## src/rtl/epi_pkg.sv

```systemverilog
// Shared types, constants and state encoding for the envelope point interpolation core.
`default_nettype none
package epi_pkg;

  localparam int EPI_MAX_POINTS = 32;

  localparam int TICK_W   = 16;
  localparam int VAL_W    = 8;
  localparam int FRAC_W   = 16;
  localparam int IDX_W    = 5;
  localparam int NCNT_W   = 6;
  localparam int RIN_W    = 8;
  localparam int ROUT_W   = 15;
  localparam int ENV_W    = 15;

  // Shared divider: quotient bits, divisor bits, dividend bits
  localparam int DIV_Q_W  = 24;
  localparam int DIV_D_W  = 16;
  localparam int DIV_N_W  = DIV_Q_W + DIV_D_W;
  localparam int DIV_C_W  = $clog2(DIV_Q_W);

  localparam int ENV_ONE  = 1 << FRAC_W;

  localparam logic ACT_WRITE = 1'b0;
  localparam logic ACT_QUERY = 1'b1;

  localparam logic REG_NODE_COUNT = 1'b0;
  localparam logic REG_RANGE_IN   = 1'b1;

  typedef struct packed {
    logic              action;
    logic [IDX_W-1:0]  point_index;
    logic [TICK_W-1:0] point_tick;
    logic [VAL_W-1:0]  point_value;
    logic [TICK_W-1:0] position;
    logic [ROUT_W-1:0] range_out;
  } in_item_t;

  typedef struct packed {
    logic [ENV_W-1:0] envelope_value;
    logic             was_query;
  } out_item_t;

  typedef struct packed {
    logic [TICK_W-1:0] tick;
    logic [VAL_W-1:0]  value;
  } point_t;

  typedef struct packed {
    logic               start;
    logic [DIV_N_W-1:0] dividend;
    logic [DIV_D_W-1:0] divisor;
  } div_req_t;

  typedef struct packed {
    logic               done;
    logic [DIV_Q_W-1:0] quotient;
  } div_rsp_t;

  typedef enum logic [3:0] {
    ST_IDLE,
    ST_SCAN,
    ST_Y2_GO,
    ST_Y2_WAIT,
    ST_Y1_GO,
    ST_Y1_WAIT,
    ST_MUL,
    ST_DI_GO,
    ST_DI_WAIT,
    ST_SCALE,
    ST_ROUND
  } epi_state_t;

endpackage
`default_nettype wire

```

## src/rtl/epi_ram.sv

```systemverilog
// Generic single-write, single-read RAM with registered read data.
`default_nettype none
module epi_ram #(
  parameter int WIDTH = 24,
  parameter int DEPTH = 32
) (
  input  wire logic                     clk,
  input  wire logic                     we,
  input  wire logic [$clog2(DEPTH)-1:0] waddr,
  input  wire logic [WIDTH-1:0]         wdata,
  input  wire logic [$clog2(DEPTH)-1:0] raddr,
  output logic      [WIDTH-1:0]         rdata
);

  logic [WIDTH-1:0] mem_r [DEPTH];

  always_ff @(posedge clk) begin
    if (we) begin
      mem_r[waddr] <= wdata;
    end
    rdata <= mem_r[raddr];
  end

endmodule
`default_nettype wire

```

## src/rtl/epi_div.sv

```systemverilog
// Shared restoring divider: one quotient bit per cycle.
`default_nettype none
module epi_div
  import epi_pkg::*;
(
  input  wire logic     clk,
  input  wire logic     rst_n,
  input  wire div_req_t req,
  output div_rsp_t      rsp
);

  logic [DIV_D_W-1:0] rem_r, rem_nxt;
  logic [DIV_Q_W-1:0] sh_r, sh_nxt;
  logic [DIV_D_W-1:0] dvs_r, dvs_nxt;
  logic [DIV_C_W-1:0] cnt_r, cnt_nxt;
  logic               run_r, run_nxt;
  logic               done_r, done_nxt;

  logic [DIV_D_W:0] trial;
  logic [DIV_D_W:0] diff;
  logic             ge;

  // Caller guarantees the dividend's top part is below the divisor
  assign trial = {rem_r, sh_r[DIV_Q_W-1]};
  assign ge    = trial >= {1'b0, dvs_r};
  assign diff  = trial - {1'b0, dvs_r};

  always_comb begin
    rem_nxt  = rem_r;
    sh_nxt   = sh_r;
    dvs_nxt  = dvs_r;
    cnt_nxt  = cnt_r;
    run_nxt  = run_r;
    done_nxt = 1'b0;
    if (req.start) begin
      rem_nxt = req.dividend[DIV_N_W-1:DIV_Q_W];
      sh_nxt  = req.dividend[DIV_Q_W-1:0];
      dvs_nxt = req.divisor;
      cnt_nxt = '0;
      run_nxt = 1'b1;
    end else if (run_r) begin
      rem_nxt = ge ? diff[DIV_D_W-1:0] : trial[DIV_D_W-1:0];
      sh_nxt  = {sh_r[DIV_Q_W-2:0], ge};
      cnt_nxt = cnt_r + 1'b1;
      if (cnt_r == DIV_C_W'(DIV_Q_W - 1)) begin
        run_nxt  = 1'b0;
        done_nxt = 1'b1;
      end
    end
  end

  always_ff @(posedge clk) begin
    if (!rst_n) begin
      run_r  <= 1'b0;
      done_r <= 1'b0;
    end else begin
      run_r  <= run_nxt;
      done_r <= done_nxt;
    end
  end

  always_ff @(posedge clk) begin
    rem_r <= rem_nxt;
    sh_r  <= sh_nxt;
    dvs_r <= dvs_nxt;
    cnt_r <= cnt_nxt;
  end

  assign rsp.done     = done_r;
  assign rsp.quotient = sh_r;

endmodule
`default_nettype wire

```

## src/rtl/epi_ctrl.sv

```systemverilog
// Sequencer and datapath: point scan, divider scheduling, interpolation and output scaling.
`default_nettype none
module epi_ctrl
  import epi_pkg::*;
#(
  parameter int MAX_POINTS = EPI_MAX_POINTS
) (
  input  wire logic                          clk,
  input  wire logic                          rst_n,
  input  wire logic                          start,
  output logic                               busy,
  input  wire in_item_t                      in_data,
  output logic                               out_strobe,
  output out_item_t                          out_data,
  input  wire logic [NCNT_W-1:0]             node_count,
  input  wire logic [RIN_W-1:0]              range_in,
  output logic                               ram_we,
  output logic      [$clog2(MAX_POINTS)-1:0] ram_waddr,
  output point_t                             ram_wdata,
  output logic      [$clog2(MAX_POINTS)-1:0] ram_raddr,
  input  wire point_t                        ram_rdata,
  output div_req_t                           div_req,
  input  wire div_rsp_t                      div_rsp
);

  localparam int AW = $clog2(MAX_POINTS);
  localparam int CW = ($clog2(MAX_POINTS + 1) > NCNT_W) ? $clog2(MAX_POINTS + 1) : NCNT_W;

  epi_state_t state_r, state_nxt;

  logic [AW-1:0]       rd_idx_r, rd_idx_nxt;
  logic [AW-1:0]       chk_idx_r, chk_idx_nxt;
  logic                chk_vld_r, chk_vld_nxt;
  logic [AW-1:0]       last_r, last_nxt;
  logic [TICK_W-1:0]   pos_r, pos_nxt;
  logic [ROUT_W-1:0]   rout_r, rout_nxt;
  logic [RIN_W-1:0]    rin_r, rin_nxt;
  logic [TICK_W-1:0]   prev_tick_r, prev_tick_nxt;
  logic [VAL_W-1:0]    prev_val_r, prev_val_nxt;
  logic [TICK_W-1:0]   x1_r, x1_nxt;
  logic [TICK_W-1:0]   x2_r, x2_nxt;
  logic [VAL_W-1:0]    v1_r, v1_nxt;
  logic [VAL_W-1:0]    v2_r, v2_nxt;
  logic                pt0_r, pt0_nxt;
  logic [DIV_Q_W-1:0]  y1_r, y1_nxt;
  logic [DIV_Q_W-1:0]  y2_r, y2_nxt;
  logic [DIV_Q_W-1:0]  val_r, val_nxt;
  logic                neg_r, neg_nxt;
  logic [DIV_N_W-1:0]  prod_r, prod_nxt;
  logic [DIV_D_W-1:0]  den_r, den_nxt;
  logic [31:0]         sc_r, sc_nxt;
  logic                out_strobe_r, out_strobe_nxt;
  out_item_t           out_data_r, out_data_nxt;

  logic [CW-1:0]       nc_ext;
  logic [CW-1:0]       n_eff;
  logic                accept;
  logic                idx_ok;
  logic                interp;
  logic [DIV_Q_W-1:0]  mag;
  logic [TICK_W-1:0]   dpos;
  logic [DIV_N_W-1:0]  mul_w;
  logic [FRAC_W:0]     clamp_v;
  logic [32:0]         rnd_sum;

  assign busy   = (state_r != ST_IDLE);
  assign accept = start && !busy;

  // Clamp the point count to [1, MAX_POINTS]
  assign nc_ext = CW'(node_count);
  always_comb begin
    if (nc_ext == '0) begin
      n_eff = CW'(1);
    end else if (nc_ext > CW'(MAX_POINTS)) begin
      n_eff = CW'(MAX_POINTS);
    end else begin
      n_eff = nc_ext;
    end
  end

  assign idx_ok    = int'(in_data.point_index) < MAX_POINTS;
  assign ram_we    = accept && (in_data.action == ACT_WRITE) && idx_ok;
  assign ram_waddr = AW'(in_data.point_index);
  assign ram_wdata = '{tick: in_data.point_tick, value: in_data.point_value};
  assign ram_raddr = rd_idx_r;

  assign interp  = (x2_r > x1_r) && (pos_r > x1_r);
  assign mag     = neg_r ? (y1_r - y2_r) : (y2_r - y1_r);
  assign dpos    = pos_r - x1_r;
  assign mul_w   = mag * dpos;
  assign clamp_v = (val_r > DIV_Q_W'(ENV_ONE)) ? (FRAC_W + 1)'(ENV_ONE) : val_r[FRAC_W:0];
  assign rnd_sum = {1'b0, sc_r} + 33'(ENV_ONE / 2);

  always_comb begin
    div_req.start    = 1'b0;
    div_req.dividend = DIV_N_W'({prod_r});
    div_req.divisor  = den_r;
    case (state_r)
      ST_Y2_GO: begin
        div_req.start    = 1'b1;
        div_req.dividend = DIV_N_W'({v2_r, FRAC_W'(0)});
        div_req.divisor  = DIV_D_W'(rin_r);
      end
      ST_Y1_GO: begin
        div_req.start    = 1'b1;
        div_req.dividend = DIV_N_W'({v1_r, FRAC_W'(0)});
        div_req.divisor  = DIV_D_W'(rin_r);
      end
      ST_DI_GO: begin
        div_req.start = 1'b1;
      end
      default: begin
      end
    endcase
  end

  always_comb begin
    state_nxt      = state_r;
    rd_idx_nxt     = rd_idx_r;
    chk_idx_nxt    = chk_idx_r;
    chk_vld_nxt    = chk_vld_r;
    last_nxt       = last_r;
    pos_nxt        = pos_r;
    rout_nxt       = rout_r;
    rin_nxt        = rin_r;
    prev_tick_nxt  = prev_tick_r;
    prev_val_nxt   = prev_val_r;
    x1_nxt         = x1_r;
    x2_nxt         = x2_r;
    v1_nxt         = v1_r;
    v2_nxt         = v2_r;
    pt0_nxt        = pt0_r;
    y1_nxt         = y1_r;
    y2_nxt         = y2_r;
    val_nxt        = val_r;
    neg_nxt        = neg_r;
    prod_nxt       = prod_r;
    den_nxt        = den_r;
    sc_nxt         = sc_r;
    out_strobe_nxt = 1'b0;
    out_data_nxt   = out_data_r;

    case (state_r)
      ST_IDLE: begin
        if (accept) begin
          if (in_data.action == ACT_WRITE) begin
            out_strobe_nxt = 1'b1;
            out_data_nxt   = '0;
          end else begin
            rd_idx_nxt  = '0;
            chk_vld_nxt = 1'b0;
            last_nxt    = AW'(n_eff - CW'(1));
            pos_nxt     = in_data.position;
            rout_nxt    = in_data.range_out;
            rin_nxt     = (range_in == '0) ? RIN_W'(1) : range_in;
            state_nxt   = ST_SCAN;
          end
        end
      end

      // Issue one read per cycle; check the entry read in the previous cycle
      ST_SCAN: begin
        chk_vld_nxt = 1'b1;
        chk_idx_nxt = rd_idx_r;
        if (rd_idx_r != last_r) begin
          rd_idx_nxt = rd_idx_r + 1'b1;
        end
        if (chk_vld_r) begin
          if ((pos_r <= ram_rdata.tick) || (chk_idx_r == last_r)) begin
            x2_nxt    = ram_rdata.tick;
            v2_nxt    = ram_rdata.value;
            pt0_nxt   = (chk_idx_r == '0);
            x1_nxt    = (chk_idx_r == '0) ? '0 : prev_tick_r;
            v1_nxt    = prev_val_r;
            state_nxt = ST_Y2_GO;
          end else begin
            prev_tick_nxt = ram_rdata.tick;
            prev_val_nxt  = ram_rdata.value;
          end
        end
      end

      ST_Y2_GO: begin
        state_nxt = ST_Y2_WAIT;
      end

      ST_Y2_WAIT: begin
        if (div_rsp.done) begin
          y2_nxt = div_rsp.quotient;
          if (pos_r >= x2_r) begin
            val_nxt   = div_rsp.quotient;
            state_nxt = ST_SCALE;
          end else if (!pt0_r) begin
            state_nxt = ST_Y1_GO;
          end else begin
            // Before the first point: start from value zero
            y1_nxt  = '0;
            val_nxt = '0;
            neg_nxt = 1'b0;
            state_nxt = interp ? ST_MUL : ST_SCALE;
          end
        end
      end

      ST_Y1_GO: begin
        state_nxt = ST_Y1_WAIT;
      end

      ST_Y1_WAIT: begin
        if (div_rsp.done) begin
          y1_nxt    = div_rsp.quotient;
          val_nxt   = div_rsp.quotient;
          neg_nxt   = y2_r < div_rsp.quotient;
          state_nxt = interp ? ST_MUL : ST_SCALE;
        end
      end

      ST_MUL: begin
        prod_nxt  = mul_w;
        den_nxt   = x2_r - x1_r;
        state_nxt = ST_DI_GO;
      end

      ST_DI_GO: begin
        state_nxt = ST_DI_WAIT;
      end

      // Truncate towards zero: apply the slope's sign to the magnitude quotient
      ST_DI_WAIT: begin
        if (div_rsp.done) begin
          val_nxt   = neg_r ? (y1_r - div_rsp.quotient) : (y1_r + div_rsp.quotient);
          state_nxt = ST_SCALE;
        end
      end

      ST_SCALE: begin
        sc_nxt    = clamp_v * rout_r;
        state_nxt = ST_ROUND;
      end

      ST_ROUND: begin
        out_strobe_nxt              = 1'b1;
        out_data_nxt.envelope_value = rnd_sum[FRAC_W +: ENV_W];
        out_data_nxt.was_query      = 1'b1;
        state_nxt                   = ST_IDLE;
      end

      default: begin
        state_nxt = ST_IDLE;
      end
    endcase
  end

  always_ff @(posedge clk) begin
    if (!rst_n) begin
      state_r <= ST_IDLE;
    end else begin
      state_r <= state_nxt;
    end
  end

  always_ff @(posedge clk) begin
    if (!rst_n) begin
      out_strobe_r <= 1'b0;
      chk_vld_r    <= 1'b0;
    end else begin
      out_strobe_r <= out_strobe_nxt;
      chk_vld_r    <= chk_vld_nxt;
    end
  end

  always_ff @(posedge clk) begin
    rd_idx_r    <= rd_idx_nxt;
    chk_idx_r   <= chk_idx_nxt;
    last_r      <= last_nxt;
    pos_r       <= pos_nxt;
    rout_r      <= rout_nxt;
    rin_r       <= rin_nxt;
    prev_tick_r <= prev_tick_nxt;
    prev_val_r  <= prev_val_nxt;
    x1_r        <= x1_nxt;
    x2_r        <= x2_nxt;
    v1_r        <= v1_nxt;
    v2_r        <= v2_nxt;
    pt0_r       <= pt0_nxt;
    y1_r        <= y1_nxt;
    y2_r        <= y2_nxt;
    val_r       <= val_nxt;
    neg_r       <= neg_nxt;
    prod_r      <= prod_nxt;
    den_r       <= den_nxt;
    sc_r        <= sc_nxt;
    out_data_r  <= out_data_nxt;
  end

  assign out_strobe = out_strobe_r;
  assign out_data   = out_data_r;

endmodule
`default_nettype wire

```

## src/rtl/envelope_point_interpolation_core.sv

```systemverilog
// Top level: configuration registers, point table, shared divider and sequencer.
//
//   channel   direction  handshake              payload
//   in_       in         start / busy           in_data   (in_item_t)
//   out_      out        out_strobe, 1 cycle    out_data  (out_item_t)
//   cfg       in/out     psel/penable/pwrite    paddr, pwdata, prdata
//
// A write item is stored at acceptance; its result appears on the next cycle and
// busy stays low, so another item may follow straight away.
// A query holds busy while it scans the table with one table read per cycle, stopping at
// the first point at or beyond the position or at the last point in use, then makes one
// to three passes of the shared divider; the result shows as busy falls.
// Reset is synchronous and active low; the point table is not cleared.
// The receiver cannot stall: each result is shown for exactly one cycle.
`default_nettype none
module envelope_point_interpolation_core
  import epi_pkg::*;
#(
  parameter int MAX_POINTS = EPI_MAX_POINTS
) (
  input  wire logic        clk,
  input  wire logic        rst_n,
  input  wire logic        start,
  output logic             busy,
  input  wire in_item_t    in_data,
  output logic             out_strobe,
  output out_item_t        out_data,
  input  wire logic        psel,
  input  wire logic        penable,
  input  wire logic        pwrite,
  input  wire logic [2:0]  paddr,
  input  wire logic [31:0] pwdata,
  output logic      [31:0] prdata,
  output logic             pready
);

  localparam int AW = $clog2(MAX_POINTS);

  logic [NCNT_W-1:0] node_count_r;
  logic [RIN_W-1:0]  range_in_r;
  logic              cfg_wr;

  logic              ram_we;
  logic [AW-1:0]     ram_waddr;
  point_t            ram_wdata;
  logic [AW-1:0]     ram_raddr;
  point_t            ram_rdata;
  div_req_t          div_req;
  div_rsp_t          div_rsp;

  assign pready = 1'b1;
  assign cfg_wr = psel && penable && pwrite;

  always_ff @(posedge clk) begin
    if (!rst_n) begin
      node_count_r <= NCNT_W'(1);
      range_in_r   <= RIN_W'(64);
    end else if (cfg_wr) begin
      if (paddr[2] == REG_NODE_COUNT) begin
        node_count_r <= pwdata[NCNT_W-1:0];
      end else begin
        range_in_r <= pwdata[RIN_W-1:0];
      end
    end
  end

  assign prdata = (paddr[2] == REG_NODE_COUNT) ? 32'(node_count_r) : 32'(range_in_r);

  epi_ram #(
    .WIDTH ($bits(point_t)),
    .DEPTH (MAX_POINTS)
  ) u_points (
    .clk   (clk),
    .we    (ram_we),
    .waddr (ram_waddr),
    .wdata (ram_wdata),
    .raddr (ram_raddr),
    .rdata (ram_rdata)
  );

  epi_div u_div (
    .clk   (clk),
    .rst_n (rst_n),
    .req   (div_req),
    .rsp   (div_rsp)
  );

  epi_ctrl #(
    .MAX_POINTS (MAX_POINTS)
  ) u_ctrl (
    .clk        (clk),
    .rst_n      (rst_n),
    .start      (start),
    .busy       (busy),
    .in_data    (in_data),
    .out_strobe (out_strobe),
    .out_data   (out_data),
    .node_count (node_count_r),
    .range_in   (range_in_r),
    .ram_we     (ram_we),
    .ram_waddr  (ram_waddr),
    .ram_wdata  (ram_wdata),
    .ram_raddr  (ram_raddr),
    .ram_rdata  (ram_rdata),
    .div_req    (div_req),
    .div_rsp    (div_rsp)
  );

endmodule
`default_nettype wire

```

## config.mk

```make
export PLATFORM = sky130hd
export DESIGN_NAME = envelope_point_interpolation_core
export DESIGN_NICKNAME = d
export VERILOG_FILES = /design/src/rtl/epi_pkg.sv /design/src/rtl/epi_ram.sv /design/src/rtl/epi_div.sv /design/src/rtl/epi_ctrl.sv /design/src/rtl/envelope_point_interpolation_core.sv
export SDC_FILE = /design/constraint.sdc
export NUM_CORES = 2
export LEC_CHECK = 0
export BUFFER_PORTS_ARGS = -buffer_cell sky130_fd_sc_hd__buf_2
export CAP_MARGIN = 20
export CORE_UTILIZATION = 58
export DETAILED_ROUTE_END_ITERATION = 8
export GPL_TIMING_DRIVEN = 0
export PLACE_DENSITY_LB_ADDON = 0.15
export SYNTH_ARGS = -nofsm -noshare
export SYNTH_HDL_FRONTEND = slang
export SYNTH_SLANG_ARGS = --single-unit
```

## constraint.sdc

```tcl
create_clock -name clk -period 8.8 [get_ports clk]
set_input_delay 0.88 -clock clk [delete_from_list [all_inputs] [get_ports clk]]
set_output_delay 0.88 -clock clk [all_outputs]
set_load 0.05 [all_outputs]
```

# Yosys cells after proc, flatten, opt, wreduce, memory -nomap -nowiden
# Memory sizes are Yosys's and may differ from the RTL's. A register that Yosys moved wholly into a read port is not among the register bits.
# Cells that the tools add are included.
# word_totals
memories	1
ff_bits	386
ramBits	768
wordCells	173
output_inout_bits	51
# mem_list
memory	words	word_bits	read_ports	rd_ports_with_merged_regs	write_ports	line_no	rtl
u_points.mem_r	32	24	1	1	1	epi_ram.sv:15	logic [WIDTH-1:0] mem_r [DEPTH];
# classes
addsub	11
reduce_logical	31
bitwise_logic	5
order_cmp	8
multipliers	2
mux	57
n_eq_ne	25
# ops
op	n
24-bit two-way mux	11
56-bit one-hot mux with 2 select lines	1
16-bit two-way mux	5
24-bit one-hot mux with 3 select lines	1
24-bit subtractor	3
24-bit one-hot mux with 2 select lines	1
16-bit subtractor	3
24-bit by 16-bit multiplier with 40-bit output	1
4-bit two-way mux	10
4-bit one-hot mux with 10 select lines	1
16-bit > comparator	2
16-bit one-hot mux with 2 select lines	1
31-bit by 16-bit adder with 31-bit output, second input constant	1
17-bit by 15-bit multiplier with 31-bit output	1
5-bit two-way mux	5
24-bit adder	1
24-bit by 17-bit > comparator with 1-bit output, second input constant	1
24-bit < comparator	1
17-bit by 16-bit greater-or-equal comparator with 1-bit output	1
17-bit two-way mux	1
4-bit by 3-bit equality test with 1-bit output, second input constant	4
16-bit greater-or-equal comparator	1
16-bit <= comparator	1
1-bit two-way mux	15
other kinds (32)	66

# Depth between registers and ports, before layout
# logic_depth
depth_word	7
ltp_mapped	34

# Modules after synthesis
# Synthesis repeated with hierarchy kept, for this count alone.
# unflattened
hier_cells	6048
area_unflattened_um2	72593.4
# by_module_without_submodules
mod	n_inst	area_per_inst_um2	cells_per_inst
epi_ctrl	1	37691.1	3942
epi_ram	1	30483.0	1711
epi_div	1	3549.7	303
envelope_point_interpolation_core	1	869.6	92

# Worst setup path after synthesis
# OpenSTA, ideal clock, no wires.
# synth_path
path_kind	flip-flop to flip-flop
start	reg u_ctrl.y2_r[1]
end	reg u_ctrl.prod_r[37], data pin
path_slack_ns	0.545
stages_incl_launch_ff	31
path_buffers	0
setup_time_ns	0.180
t_required_ns	8.620
arrival_ns	8.075
synth_period_minus_slack_ns	8.255
cell_sequence	edfxtp_1 > inv_1 > ha_1 > nor2b_1 > o21ai_0 > a21oi_1 > nand2b_1 > a211o_1 > a41oi_1 > o21bai_1 > xor2_1 > nand2_1 > fa_1 > inv_1 > fa_1 > fa_1 > inv_1 > fa_1 > inv_1 > fa_1 > fa_1 > ha_1 > a21o_1 > a221o_1 > a311oi_2 > o22ai_1 > a211oi_2 > o211ai_1 > and4_4 > or3_1 > o311ai_1
# synth_via
elab_chain_len	3
word_cells_on_any_way	4
cone_classes	add/sub: 2; mul: 1; mux: 1
# synth_rtl
element	line_no	rtl
from (decl)	epi_ctrl.sv:46	logic [DIV_Q_W-1:0] y2_r, y2_nxt;
from (signal assigned)	epi_ctrl.sv:287	y2_r <= y2_nxt;
24-bit subtractor	epi_ctrl.sv:88	assign mag = neg_r ? (y1_r - y2_r) : (y2_r - y1_r);
24-bit two-way mux *	epi_ctrl.sv:88	
24-bit by 16-bit multiplier with 40-bit output *	epi_ctrl.sv:90	assign mul_w = mag * dpos;
via u_ctrl.mul_w[37]	epi_ctrl.sv:62	logic [DIV_N_W-1:0] mul_w;
to (signal assigned)	epi_ctrl.sv:290	prod_r <= prod_nxt;
to (decl)	epi_ctrl.sv:49	logic [DIV_N_W-1:0] prod_r, prod_nxt;
# Mark *: on every way through the listed nets, which the timed path passes. The rest lies on a longest branch.
# A chain may end at the register's enable or synchronous reset.

# Worst setup path after layout
# layout_path
start	reg u_ctrl.pos_r[1]
end	reg u_ctrl.prod_r[37], data pin
# layout_via
elab_chain_len	2
# layout_rtl
element	line_no	rtl
from (decl)	epi_ctrl.sv:35	logic [TICK_W-1:0] pos_r, pos_nxt;
from (signal assigned)	epi_ctrl.sv:276	pos_r <= pos_nxt;
16-bit subtractor	epi_ctrl.sv:89	assign dpos = pos_r - x1_r;
24-bit by 16-bit multiplier with 40-bit output	epi_ctrl.sv:90	
via u_ctrl.mul_w[37]	epi_ctrl.sv:62	
# The timed path passes the listed nets, and every way through them passes these cells.

==> impl_metrics.json <==
{
  "path_max_fanout": 15,
  "synth_simple_gate_area_share": 0.09018,
  "dp_cells": 7244,
  "drt_iter0_drc": 4664,
  "synthAdderAreaFrac": 0.2085,
  "cts_root_buffer": "clkbuf_16",
  "grt_pass1_wl_um": 286500,
  "critical_path_buf_inv_count": 6,
  "portBuffers": 101,
  "synth.top_cell.area_share": 0.4700,
  "cts_hold_repair.buffers": 0,
  "yosys_warnings": 0,
  "worst_slack_ns": 0.1440,
  "slowest_delay_ns": 0.55,
  "yosysMostFrequentCell": "edfxtp_1",
  "instances_no_fill": 7549,
  "drc": 2,
  "synth_edf_count": 1112,
  "max_cap_viol_count": 0,
  "finalWirelength_um": 190000,
  "start_util": 0.5837,
  "pre_cts_ws_ns": -1.158,
  "fp.dieArea_um2": 123900,
  "outcome": "complete, but fails checks",
  "syn-cell-area_um2": 71050,
  "drive_above_1_share": 0.1663,
  "start_kind": "register",
  "dpl.hpwl_um": 137300,
  "critPathCaptureType": "register",
  "vias": 45480,
  "reg2reg_to": "u_ctrl.prod_r[37]",
  "synthFlopType": "edfxtp_1",
  "post-route-min-period_ns": 8.656,
  "arrival_ns": 9.13,
  "gr-total-overflow": 0,
  "cts-buffers-inserted": 115,
  "cts_max_level": 3,
  "crit_required_ns": 9.28,
  "core-area_um2": 121700,
  "synth-compound-area-share": 0.05313,
  "synth_top_area_cell": "edfxtp_1",
  "finalSetupViolCount": 0,
  "critPathKind": "register to register",
  "min_from": "in_data[18]",
  "yosysSeqAreaShare": 0.4843,
  "slew_headroom": 0.2160,
  "dpl_cell_area_um2": 74820,
  "critical-path-top-delay-family": "adder cells",
  "antenna_found_initial": 8,
  "synth_xor_xnor_area_share": 0.02402,
  "tightest_slew_ns": 1.176,
  "async_flop_share": 0,
  "synth.ff_latch_count": 1163,
  "synthMuxAreaShare": 0.08703,
  "whs_path_depth": 1,
  "r2r_start": "u_ctrl.pos_r[1]",
  "synth_top_family_by_area": "adder cells",
  "ys_top_cells_by_area": "edfxtp_1 47%, fa_1 14%, mux4_2 7.6%, ha_1 6.7%, inv_1 3.7%",
  "rrSetupSlack_ns": 0.14,
  "die_x_um": 352.0,
  "place_congestion": 0.9660,
  "cts_buffer_depth": 3,
  "grt_start_max_net_pins": 41,
  "synthCells": 5448,
  "ioPinCount": 153,
  "ant_nets": 0,
  "final-hold-violation-count": 0,
  "min_period_over_period": 0.9836,
  "violations": "DRC",
  "crit_path_frequent_cell": "fa_1",
  "cts_tree": "done",
  "r2r_cells": 32,
  "die_h_um": 352.0,
  "fin_area_um2": 80740,
  "rows": 128,
  "clkLatencyLatePin_ns": 0.74,
  "path_clk_slew_ns": 0.06,
  "fin_nets": 6806,
  "grt_pass1_vias": 46450,
  "yosysUniqueCellTypes": 93,
  "cpMaxStageDelayCell": "fa_1",
  "syn_area_per_cell_um2": 13.04,
  "dr.pass1.iters": 9,
  "rsz0062_at_grt": "true",
  "routedWlPerCell_um": 25.18,
  "skew_ns": 0.07442,
  "cts.sinks": 1163,
  "grt_usage": 0.3093,
  "hp-class": "input pin to register",
  "ys_top_cells_by_count": "1,112 x edfxtp_1, 708 x inv_1, 503 x fa_1",
  "fmaxAchievable_ghz": 0.1155,
  "viasPerCell": 6.025,
  "min_to": "u_ctrl.pos_r[3]",
  "syn_to_final_growth_pct": 13.64,
  "fin_setup_tns_ns": 0,
  "finalMaxSlewViolations": 0
}
worst max path at each step:
stage	start	endpoint	slack [ns]	cells after the start
5_1_grt	u_ctrl.y1_r[3]	u_ctrl.prod_r[37]	-0.12	32
2_1_floorplan	u_ctrl.y2_r[1]	u_ctrl.prod_r[37]	0.54	30
3_5_place_dp	u_ctrl.pos_r[0]	u_ctrl.prod_r[37]	-1.16	31
4_1_cts	u_ctrl.y1_r[4]	u_ctrl.prod_r[37]	-0.04	31
3_3_place_gp	u_ctrl.pos_r[0]	u_ctrl.prod_r[37]	-1.42	31
6_report	u_ctrl.pos_r[1]	u_ctrl.prod_r[37]	0.14	32
worst register-to-register path, delay by kind of cell (launching register included):
family	cells	cell delay (ns)
flip-flops	1	0.45
AO/OA/AOI/OAI	11	2.25
adder cells (fa/ha/maj)	8	3.56
buffers and inverters	6	0.66
AND/OR/NAND/NOR	7	1.49
metrics by stage:
stage	util	hold slack (ns)
2_1_floorplan	-	0.4003
3_3_place_gp	0.6053	0.4010
3_5_place_dp	0.6147	0.4045
4_1_cts	0.6554	0.2890
5_1_grt	0.6633	0.3008
6_report	0.6634	0.3201
registers in the layout (all words and copies together), names as in the netlist, 16 cells and up:
register / count
u_ctrl.x1_r: 16
u_div.sh_r: 24
u_ctrl.den_r: 16
u_ctrl.y2_r: 24
u_div.rem_r: 16
u_ctrl.out_data: 16
u_ctrl.prod_r: 40
u_ctrl.pos_r: 16
u_ctrl.y1_r: 24
u_div.dvs_r: 16
u_ctrl.x2_r: 16
u_ctrl.val_r: 24
u_ctrl.prev_tick_r: 16
u_ctrl.sc_r: 16
u_points.mem_r: 768
u_points.rdata: 24
metal layers:
metal  GRT usage  share of wire
met5           0       0.000068
met4      0.1410          0.051
met3     0.04016          0.066
met2      0.5289           0.50
met1      0.3945           0.38
repair_timing:
| item | 4_1_cts | 5_1_grt |
|---|---|---|
| pin swaps | 32 | 54 |
| setup endpoints to repair | 21 | 16 |
| setup buffers | 45 | 43 |
| gates resized for setup | 135 | 118 |
layout make-up:
type                    instances  area, um^2
fillers                      8766       40970
flip-flops and latches       1163       34410
multi-input cells            3349       34350
clock buffers                 148        3113
inverters                     709        2661
repair buffers                245        2263
well taps                    1625        2033
plain buffers                 239        1170
clock inverters                64       724.4
diodes                          7       17.52
placed cells by master, fill, tap and decap left out, types with 17 or more instances in the layout:
cell type  count
a211oi_1      20
a21oi_1      139
nor4_1        17
nand3_1       91
and2_1        74
inv_1        702
nand4_1       35
buf_2        122
and3_1       116
buf_1         20
o21a_1        18
dfxtp_1       51
a21o_1        93
clkinv_1      22
nor3_1        27
mux4_2       240
nor2b_1       58
edfxtp_1    1112
clkinv_2      18
nand2_1      499
clkbuf_1     163
buf_4        120
o21ai_0      107
mux2i_1       23
nor2_1       274
ha_1         365
a31oi_1       23
buf_16        17
mux2_2        46
fa_1         499
o21bai_1      19
conb_1        25
buf_12        17
nand2b_1      43
clkbuf_16    116
nor2_4        33
xnor2_1      100
xor2_1        59
cells by family after synthesis:
logic type                 Yosys count
DFF                               1163
and+or+nand+nor                   1356
adders and majority gates          882
buffers and inverters              959
xor gates and xnor gates           194
AOI/OAI and AO/OA                  580
muxes                              312
other                                2
Power is not shown: default switching activity piles up to over one toggle a cycle in this logic, so the estimate is an artifact.
